<file path="src/hw/rtl/fpba_pkg.sv">
// Shared types, sizes and codes for the fit-policy block allocator.
`timescale 1ns / 1ps
`default_nettype none
package fpba_pkg;

	localparam int NUM_BLOCKS = 16;
	localparam int SIZE_BITS  = 16;

	// fixed field widths
	localparam int IDXF_W = 4;
	localparam int AMT_W  = 16;
	localparam int CNT_W  = 5;
	localparam int MODE_W = 2;

	localparam int IDX_W  = (NUM_BLOCKS > 1) ? $clog2(NUM_BLOCKS) : 1;
	localparam int WIDE_W = (SIZE_BITS > AMT_W) ? SIZE_BITS : AMT_W;
	localparam int CMP_W  = (IDX_W + 1 > CNT_W) ?
		((IDX_W + 1 > IDXF_W) ? IDX_W + 1 : IDXF_W) :
		((CNT_W > IDXF_W) ? CNT_W : IDXF_W);

	// APB register map
	localparam int PADDR_W = 3;
	localparam int PDATA_W = 32;
	localparam logic REG_FIT_MODE    = 1'b0;
	localparam logic REG_BLOCK_COUNT = 1'b1;

	localparam logic [MODE_W-1:0] MODE_FIRST = 2'd0;
	localparam logic [MODE_W-1:0] MODE_BEST  = 2'd1;
	localparam logic [MODE_W-1:0] MODE_WORST = 2'd2;

	localparam logic [MODE_W-1:0] FIT_MODE_RST    = MODE_FIRST;
	localparam logic [CNT_W-1:0]  BLOCK_COUNT_RST = 5'd16;

	typedef enum logic [1:0] {
		ST_IDLE,
		ST_SCAN,
		ST_WRITE
	} state_t;

	// broadcast to every cell
	typedef struct packed {
		logic [MODE_W-1:0]    mode;
		logic [WIDE_W-1:0]    amount;
		logic [CNT_W-1:0]     count;
		logic                 wr_en;
		logic [IDX_W-1:0]     wr_idx;
		logic [SIZE_BITS-1:0] wr_data;
	} cell_ctl_t;

	// best candidate handed down the chain
	typedef struct packed {
		logic                 found;
		logic [IDX_W-1:0]     idx;
		logic [SIZE_BITS-1:0] cap;
	} cand_t;

endpackage
`default_nettype wire

</file>
<file path="src/hw/rtl/fpba_cell.sv">
// One table cell: holds one block's capacity and refines the running candidate.
`timescale 1ns / 1ps
`default_nettype none
module fpba_cell (
	input  wire logic                          clk,
	input  wire logic                          arst_n,
	input  wire logic [fpba_pkg::IDX_W-1:0]    my_idx,
	input  wire fpba_pkg::cell_ctl_t           ctl,
	input  wire fpba_pkg::cand_t               cand_in,
	output fpba_pkg::cand_t                    cand_out
);

	logic [fpba_pkg::SIZE_BITS-1:0] cap_q;
	logic                           cand_found_q;
	logic [fpba_pkg::IDX_W-1:0]     cand_idx_q;
	logic [fpba_pkg::SIZE_BITS-1:0] cand_cap_q;
	logic                           in_use;
	logic                           fits;
	logic                           take;

	always_comb begin
		in_use = fpba_pkg::CMP_W'(my_idx) < fpba_pkg::CMP_W'(ctl.count);
		fits   = in_use && (fpba_pkg::WIDE_W'(cap_q) >= ctl.amount);
		if (!cand_in.found) begin
			take = fits;
		end else if (ctl.mode == fpba_pkg::MODE_BEST) begin
			take = fits && (cap_q < cand_in.cap);
		end else if (ctl.mode == fpba_pkg::MODE_WORST) begin
			take = fits && (cap_q > cand_in.cap);
		end else begin
			take = 1'b0;
		end
	end

	always_ff @(posedge clk or negedge arst_n) begin
		if (!arst_n) begin
			cap_q <= '0;
		end else if (ctl.wr_en && (ctl.wr_idx == my_idx)) begin
			cap_q <= ctl.wr_data;
		end
	end

	always_ff @(posedge clk or negedge arst_n) begin
		if (!arst_n) begin
			cand_found_q <= 1'b0;
		end else begin
			cand_found_q <= cand_in.found | take;
		end
	end

	always_ff @(posedge clk) begin
		if (take) begin
			cand_idx_q <= my_idx;
			cand_cap_q <= cap_q;
		end else begin
			cand_idx_q <= cand_in.idx;
			cand_cap_q <= cand_in.cap;
		end
	end

	assign cand_out = {cand_found_q, cand_idx_q, cand_cap_q};

endmodule
`default_nettype wire

</file>
<file path="src/hw/rtl/fpba_cfg.sv">
// APB register file: placement policy and number of blocks in use.
`timescale 1ns / 1ps
`default_nettype none
module fpba_cfg (
	input  wire logic                              clk,
	input  wire logic                              arst_n,
	input  wire logic                              psel,
	input  wire logic                              penable,
	input  wire logic                              pwrite,
	input  wire logic [fpba_pkg::PADDR_W-1:0]      paddr,
	input  wire logic [fpba_pkg::PDATA_W-1:0]      pwdata,
	output logic [fpba_pkg::PDATA_W-1:0]           prdata,
	output logic                                   pready,
	output logic [fpba_pkg::MODE_W-1:0]            fit_mode,
	output logic [fpba_pkg::CNT_W-1:0]             block_count
);

	logic [fpba_pkg::MODE_W-1:0] fit_mode_q;
	logic [fpba_pkg::CNT_W-1:0]  block_count_q;
	logic                        wr;
	logic                        reg_sel;

	assign pready  = 1'b1;
	assign reg_sel = paddr[fpba_pkg::PADDR_W-1];
	assign wr      = psel && penable && pwrite;

	always_ff @(posedge clk or negedge arst_n) begin
		if (!arst_n) begin
			fit_mode_q    <= fpba_pkg::FIT_MODE_RST;
			block_count_q <= fpba_pkg::BLOCK_COUNT_RST;
		end else if (wr) begin
			unique case (reg_sel)
				fpba_pkg::REG_FIT_MODE: begin
					fit_mode_q <= pwdata[fpba_pkg::MODE_W-1:0];
				end
				fpba_pkg::REG_BLOCK_COUNT: begin
					block_count_q <= pwdata[fpba_pkg::CNT_W-1:0];
				end
				default: begin
				end
			endcase
		end
	end

	always_comb begin
		unique case (reg_sel)
			fpba_pkg::REG_FIT_MODE:    prdata = fpba_pkg::PDATA_W'(fit_mode_q);
			fpba_pkg::REG_BLOCK_COUNT: prdata = fpba_pkg::PDATA_W'(block_count_q);
			default:                   prdata = '0;
		endcase
	end

	assign fit_mode    = fit_mode_q;
	assign block_count = block_count_q;

endmodule
`default_nettype wire

</file>
<file path="src/hw/rtl/fit_policy_block_allocator_core.sv">
// Top level: capacity table as a chain of cells, request sequencer, result register.
`timescale 1ns / 1ps
`default_nettype none
// Channel   Direction  Handshake            Word
// in        into core  in_valid / in_stall  action, block_index, amount
// out       from core  out_valid / out_stall granted, chosen_block, left_over
// cfg       into core  APB psel/penable     fit_mode @0x0, block_count @0x4
//
// A load word writes its cell at the accept edge.
// A request runs through the accept cycle, then the candidate walks the
// NUM_BLOCKS-cell chain one cell per cycle, then the charge cycle charges the
// block and loads the result into the output register.
// in_stall is high while a request is in flight; a finished result sits in
// the output register, so the next word is taken while it waits.
// The final charge cycle holds while the output register is full and stalled.
// Reset clears every capacity, fit_mode to first fit, block_count to 16.
module fit_policy_block_allocator_core (
	input  wire logic                              clk,
	input  wire logic                              arst_n,
	// input words
	input  wire logic                              in_valid,
	output logic                                   in_stall,
	input  wire logic                              action,
	input  wire logic [fpba_pkg::IDXF_W-1:0]       block_index,
	input  wire logic [fpba_pkg::AMT_W-1:0]        amount,
	// result words
	output logic                                   out_valid,
	input  wire logic                              out_stall,
	output logic                                   granted,
	output logic [fpba_pkg::IDXF_W-1:0]            chosen_block,
	output logic [fpba_pkg::AMT_W-1:0]             left_over,
	// configuration
	input  wire logic                              psel,
	input  wire logic                              penable,
	input  wire logic                              pwrite,
	input  wire logic [fpba_pkg::PADDR_W-1:0]      paddr,
	input  wire logic [fpba_pkg::PDATA_W-1:0]      pwdata,
	output logic [fpba_pkg::PDATA_W-1:0]           prdata,
	output logic                                   pready
);

	fpba_pkg::state_t               state_q, state_d;
	logic [fpba_pkg::IDX_W-1:0]     scan_cnt_q, scan_cnt_d;
	logic [fpba_pkg::WIDE_W-1:0]    amount_q;
	logic [fpba_pkg::MODE_W-1:0]    fit_mode;
	logic [fpba_pkg::CNT_W-1:0]     block_count;

	logic                           out_valid_q;
	logic                           granted_q;
	logic [fpba_pkg::IDXF_W-1:0]    chosen_q;
	logic [fpba_pkg::AMT_W-1:0]     left_q;

	logic                           in_acc;
	logic                           load_acc;
	logic                           req_acc;
	logic                           load_in_range;
	logic                           out_free;
	logic                           finish;
	logic [fpba_pkg::SIZE_BITS-1:0] new_cap;

	fpba_pkg::cell_ctl_t            ctl;
	fpba_pkg::cand_t                chain [fpba_pkg::NUM_BLOCKS+1];
	fpba_pkg::cand_t                result;

	fpba_cfg u_cfg (
		.clk         (clk),
		.arst_n      (arst_n),
		.psel        (psel),
		.penable     (penable),
		.pwrite      (pwrite),
		.paddr       (paddr),
		.pwdata      (pwdata),
		.prdata      (prdata),
		.pready      (pready),
		.fit_mode    (fit_mode),
		.block_count (block_count)
	);

	// handshake
	assign in_stall = (state_q != fpba_pkg::ST_IDLE);
	assign in_acc   = in_valid && !in_stall;
	assign load_acc = in_acc && !action;
	assign req_acc  = in_acc && action;
	assign load_in_range = fpba_pkg::CMP_W'(block_index) <
		fpba_pkg::CMP_W'(fpba_pkg::NUM_BLOCKS);
	assign out_free = !out_valid_q || !out_stall;

	// search chain: an empty candidate enters at cell zero every cycle
	assign chain[0] = '0;
	assign result   = chain[fpba_pkg::NUM_BLOCKS];
	assign new_cap  = fpba_pkg::SIZE_BITS'(fpba_pkg::WIDE_W'(result.cap) - amount_q);

	for (genvar k = 0; k < fpba_pkg::NUM_BLOCKS; k++) begin : g_cell
		fpba_cell u_cell (
			.clk      (clk),
			.arst_n   (arst_n),
			.my_idx   (fpba_pkg::IDX_W'(k)),
			.ctl      (ctl),
			.cand_in  (chain[k]),
			.cand_out (chain[k+1])
		);
	end

	// sequencer
	always_comb begin
		state_d    = state_q;
		scan_cnt_d = scan_cnt_q;
		finish     = 1'b0;
		unique case (state_q)
			fpba_pkg::ST_IDLE: begin
				if (req_acc) begin
					state_d    = fpba_pkg::ST_SCAN;
					scan_cnt_d = '0;
				end
			end
			fpba_pkg::ST_SCAN: begin
				if (scan_cnt_q == fpba_pkg::IDX_W'(fpba_pkg::NUM_BLOCKS - 1)) begin
					state_d = fpba_pkg::ST_WRITE;
				end else begin
					scan_cnt_d = scan_cnt_q + 1'b1;
				end
			end
			fpba_pkg::ST_WRITE: begin
				if (out_free) begin
					finish  = 1'b1;
					state_d = fpba_pkg::ST_IDLE;
				end
			end
			default: begin
				state_d = fpba_pkg::ST_IDLE;
			end
		endcase
	end

	// cell broadcast: loads write straight from the port, grants charge the winner
	always_comb begin
		ctl.mode   = fit_mode;
		ctl.amount = amount_q;
		ctl.count  = block_count;
		if (finish) begin
			ctl.wr_en   = result.found;
			ctl.wr_idx  = result.idx;
			ctl.wr_data = new_cap;
		end else begin
			ctl.wr_en   = load_acc && load_in_range;
			ctl.wr_idx  = fpba_pkg::IDX_W'(block_index);
			ctl.wr_data = fpba_pkg::SIZE_BITS'(amount);
		end
	end

	always_ff @(posedge clk or negedge arst_n) begin
		if (!arst_n) begin
			state_q    <= fpba_pkg::ST_IDLE;
			scan_cnt_q <= '0;
		end else begin
			state_q    <= state_d;
			scan_cnt_q <= scan_cnt_d;
		end
	end

	always_ff @(posedge clk) begin
		if (req_acc) begin
			amount_q <= fpba_pkg::WIDE_W'(amount);
		end
	end

	// result register
	always_ff @(posedge clk or negedge arst_n) begin
		if (!arst_n) begin
			out_valid_q <= 1'b0;
		end else if (finish) begin
			out_valid_q <= 1'b1;
		end else if (!out_stall) begin
			out_valid_q <= 1'b0;
		end
	end

	always_ff @(posedge clk) begin
		if (finish) begin
			granted_q <= result.found;
			if (result.found) begin
				chosen_q <= fpba_pkg::IDXF_W'(result.idx);
				left_q   <= fpba_pkg::AMT_W'(new_cap);
			end else begin
				chosen_q <= '0;
				left_q   <= '0;
			end
		end
	end

	assign out_valid    = out_valid_q;
	assign granted      = granted_q;
	assign chosen_block = chosen_q;
	assign left_over    = left_q;

	// a refused request reports zeros
	a_nogrant_zero: assert property (@(posedge clk) disable iff (!arst_n)
		out_valid && !granted |-> chosen_block == '0 && left_over == '0)
		else $error("not-granted result carries nonzero fields");

	// an accepted request always starts a scan
	a_req_scan: assert property (@(posedge clk) disable iff (!arst_n)
		req_acc |=> state_q == fpba_pkg::ST_SCAN && scan_cnt_q == '0)
		else $error("request did not start a scan");

	// a new result only comes out of the charge cycle
	a_out_from_write: assert property (@(posedge clk) disable iff (!arst_n)
		$rose(out_valid_q) |-> $past(state_q == fpba_pkg::ST_WRITE))
		else $error("result appeared outside the charge cycle");

	// the scan counter never runs past the last cell
	a_scan_bound: assert property (@(posedge clk) disable iff (!arst_n)
		state_q == fpba_pkg::ST_SCAN |->
		fpba_pkg::CMP_W'(scan_cnt_q) < fpba_pkg::CMP_W'(fpba_pkg::NUM_BLOCKS))
		else $error("scan counter out of range");

endmodule
`default_nettype wire
</file>
<file path="config.mk">
export PLATFORM = sky130hd
export DESIGN_NAME = fit_policy_block_allocator_core
export DESIGN_NICKNAME = d
export VERILOG_FILES = /design/src/hw/rtl/fpba_pkg.sv /design/src/hw/rtl/fpba_cell.sv /design/src/hw/rtl/fpba_cfg.sv /design/src/hw/rtl/fit_policy_block_allocator_core.sv
export SDC_FILE = /design/constraint.sdc
export NUM_CORES = 2
export LEC_CHECK = 0
export ABC_AREA = 1
export BUFFER_PORTS_ARGS = -buffer_cell sky130_fd_sc_hd__buf_2
export CAP_MARGIN = 0
export CORE_AREA = 5 5 329 331
export DETAILED_ROUTE_END_ITERATION = 16
export DIE_AREA = 0 0 334 336
export PLACE_DENSITY_LB_ADDON = 0.05
export SKIP_LAST_GASP = 1
export SLEW_MARGIN = 20
export SYNTH_ARGS = -nofsm -noshare
export SYNTH_HDL_FRONTEND = slang
export SYNTH_HIERARCHICAL = 1
export SYNTH_SLANG_ARGS = --single-unit
export TNS_END_PERCENT = 1
</file>
<file path="constraint.sdc">
create_clock -name clk -period 3.2 [get_ports clk]
set_input_delay 0.64 -clock clk [delete_from_list [all_inputs] [get_ports clk]]
set_output_delay 0.64 -clock clk [all_outputs]
set_load 0.1 [all_outputs]
</file>
==> impl_metrics.csv <==
group,metric,value,unit
timing,setup_slack,421.9,ps
route,wl_per_cell,18.79,um
floorplan,ios,119,
cts,holdBufCountCts,1,
floorplan,rows,119,
layout,diodes,0,
timing,setup_viol,0,
global_route,overflow,0,
floorplan,initial_core_util,39.62,%
setup_path,crit_path_frequent_cell,"nand2_1",
global_route,antenna_found_initial,8,
placement,placed_cells,7317,
cts,clk_latency,660,ps
setup_path,max_stage_delay,720,ps
setup_path,r2r_setup_slack,420,ps
placement,io_buffer_count,61,
cts,cts_made_buffers,80,
setup_path,critPathCapture,"g_cell[7].u_cell/cand_cap_q[11]$_DFF_P_",
timing,hold_viol,0,
run_status,outcome,"finished clean",
synth,netlist_area,41520,sq um
power,leakage,27.81,nW
setup_path,path_depth,15,
floorplan,die_area,112200,sq um
placement,pre_cts_ws,315.8,ps
timing,slew_violations,0,
floorplan,fp.dieH,336,um
synth,ys_ff_latch,643,
timing,finalHoldWorstSlack,194.4,ps
setup_path,rr_endpoint,"g_cell[7].u_cell/cand_cap_q[11]$_DFF_P_",
floorplan,die_x,334,um
setup_path,crit_path_start_kind,"register",
power,powerDensity,827.6,nW/um^2
global_route,grt_max_degree,64,
timing,rsz0062_at_grt,"false",
setup_path,worst-setup-path-type,"register to register",
synth,synth_top_flop_cell,"dfxtp_1",
floorplan,coreArea,104800,sq um
placement,gp_congestion,0.8397,
layout,finalNetCount,6649,
global_route,track_usage,24.63,%
synth,yosysUniqueCellTypes,45,
timing,period_share,86.82,%
route,vias,35871,
cts,cts.sinks,643,
cts,post_cts_resized,0,
setup_path,worstPathCellList,"buf_12, inv_1, ha_1, nand2_1, nor2_1, nand2_1, nand2_1, nand2_1, nand3_1, nand2_1, inv_1, nand2_1, buf_4, nand2_1, nand2_1",
route,drc,0,
layout,layout_common_cells,"nand2_1, inv_1, nand3_1",
layout,layout-drive-gt1-share,7.538,%
cts,post_cts_buffers,0,
cts,htree_levels,3,
cts,cts_tree,"built",
timing,clock.fmax,0.3600,GHz
timing,slew_headroom,27.42,%
setup_path,worst_path_dominant_cell_family,"simple AND/OR/NAND/NOR gates",
route,drtAntennaViolNets,0,
power,ir_worst_vdd,0.0005660,V
synth,syn_avg_cell_area,7.343,sq um
route,drtIter0Drc,2262,
layout,synthToLayoutAreaGrowth,15.37,%
layout,stdcell_count,7467,
timing,tns,0,ps
setup_path,ff2ff_path_depth,15,
setup_path,path_buf_inv,4,
flow_run,maxCapViolations,0,
setup_path,worstSetupStartpoint,"amount_q[7]$_DFFE_PP_",
worst_hold_path,hp-class,"primary input to register",
placement,dpl.hpwl,95850,um
setup_path,cp-end-kind,"register",
cts,path_clk_slew,60,ps
cts,cts_buffer_depth,3,
setup_path,worstReg2RegStart,"amount_q[7]$_DFFE_PP_",
global_route,grt_pass1_wl,208700,um
setup_path,critPathSlowestCell,"edfxtp_1",
cts,cts-root-buf,"clkbuf_16",
layout,fill_cells,10759,
timing,skew,32.74,ps
route,dr.pass1.iters,6,
synth,syn-instance-count,5655,
global_route,first_global_vias,33562,
layout,layout_commonest_cell,"nand2_1",
synth,async_reset_ff_share,44.48,%
timing,worst_pin_slew,1085,ps
setup_path,cp_data_required_time,3730,ps
synth,synth-seq-area-share,35.34,%
synth,synth_edf_count,37,
synth,ys_warn_count,6,
route,drt_wl_total,140300,um
route,vias_per_cell,4.804,
timing,fin_crit,2778,ps
setup_path,worstPathMaxFanout,13,
setup_path,arrival,3310,ps
==> report_power, final <==
part / total [mW] / switching [mW] / internal, mW
Clock: 9.45 / 3.80 / 5.66
Combinational: 16.1 / 10.3 / 5.75
Sequential: 14.1 / 2.84 / 11.3
==> cells in the mapped netlist (all sizes together), types with 16 or more instances <==
| library cell | n | area [sq um] |
|---|---|---|
| nand2 | 1918 | 7360 |
| a21o | 16 | 120.1 |
| dfrtp | 285 | 7132 |
| clkbuf | 20 | 75.07 |
| inv | 823 | 3089 |
| nor3 | 20 | 115.1 |
| o21ai | 56 | 280.3 |
| nor2 | 257 | 977.2 |
| nand4 | 51 | 319.1 |
| or2 | 18 | 115.1 |
| o21a | 16 | 120.1 |
| ha | 576 | 7207 |
| a21oi | 268 | 1360 |
| xor2 | 67 | 586.8 |
| nor4 | 16 | 340.3 |
| a211oi | 16 | 120.1 |
| buf | 190 | 1181 |
| edfxtp | 37 | 1111 |
| dfxtp | 320 | 6406 |
| nand3 | 669 | 3368 |
==> per-stage QoR <==
stage	utilization, %	cell area [sq um]	power, mW
finish	45.71	47910	39.65
CTS	45.71	47910	39.93
global route	45.71	47910	43.04
floorplan	-	42480	24.62
detailed placement	43.07	45150	30.28
global placement	43.07	45150	29.99
==> worst reg2reg max path, stage by stage, from the launching register on <==
cell and delay [ps]:
edfxtp_1 720, buf_12 220, inv_1 50, ha_1 280, nand2_1 70, nor2_1 130, nand2_1 60, nand2_1 60
nand2_1 40, nand3_1 130, nand2_1 60, inv_1 70, nand2_1 310, buf_4 310, nand2_1 60, nand2_1 70
==> registers in the layout (all words and copies together), names as in the netlist <==
name,count
amount_q,16
chosen_block,4
g_cell.u_cell/cand_cap_q,256
g_cell.u_cell/cand_found_q,16
g_cell.u_cell/cand_idx_q,64
g_cell.u_cell/cap_q,256
granted,1
left_over,16
out_valid,1
scan_cnt_q,4
state_q,2
u_cfg/block_count,5
u_cfg/fit_mode,2
==> logic make-up (layout without fill, tap and decap cells) <==
family / count (synthesis) / count (layout) / synth area share (%)
XOR/XNOR: 71 / 71 / 1.498
flip-flops: 643 / 643 / 35.34
AO/OA/AOI/OAI: 374 / 374 / 4.857
other: 4 / 258 / 0.03615
adder cells (fa/ha/maj): 577 / 577 / 17.40
AND/OR/NAND/NOR: 2952 / 2952 / 30.39
buffers and inverters: 1034 / 1201 / 10.47
==> cell type report <==
| type | instances | area [sq um] | area share [%] |
|---|---|---|---|
| Tap cell | 1391 | 1740 | 3.633 |
| Sequential cell | 643 | 14680 | 30.64 |
| Multi-Input combinational cell | 4232 | 23580 | 49.21 |
| Clock buffer | 124 | 2515 | 5.249 |
| Timing Repair Buffer | 228 | 2072 | 4.325 |
| Inverter | 824 | 3093 | 6.456 |
| Clock inverter | 25 | 234.0 | 0.4884 |
==> worst min path at each step <==
stage                                                          to                              startpoint  cells past startpoint  slack [ps]
after floorplan           g_cell[0].u_cell/cand_found_q$_DFF_PN0_                                  arst_n                      0         340
after global placement     g_cell[6].u_cell/cand_idx_q[1]$_DFF_P_  g_cell[5].u_cell/cand_idx_q[1]$_DFF_P_                      2         400
after detailed placement   g_cell[6].u_cell/cand_idx_q[3]$_DFF_P_  g_cell[5].u_cell/cand_idx_q[3]$_DFF_P_                      2         400
after CTS                                   amount_q[7]$_DFFE_PP_                               amount[7]                      1         150
after global routing                        amount_q[7]$_DFFE_PP_                               amount[7]                      1         170
final                                      amount_q[11]$_DFFE_PP_                              amount[11]                      1         190
==> routing by layer <==
| metal | share of wire [%] | global-route usage, % |
|---|---|---|
| met5 | 0.015 | 0 |
| met4 | 3.2 | 7.631 |
| met3 | 5.8 | 3.856 |
| met2 | 44 | 39.51 |
| met1 | 47 | 34.37 |
Power figures use the tool's default switching activity.
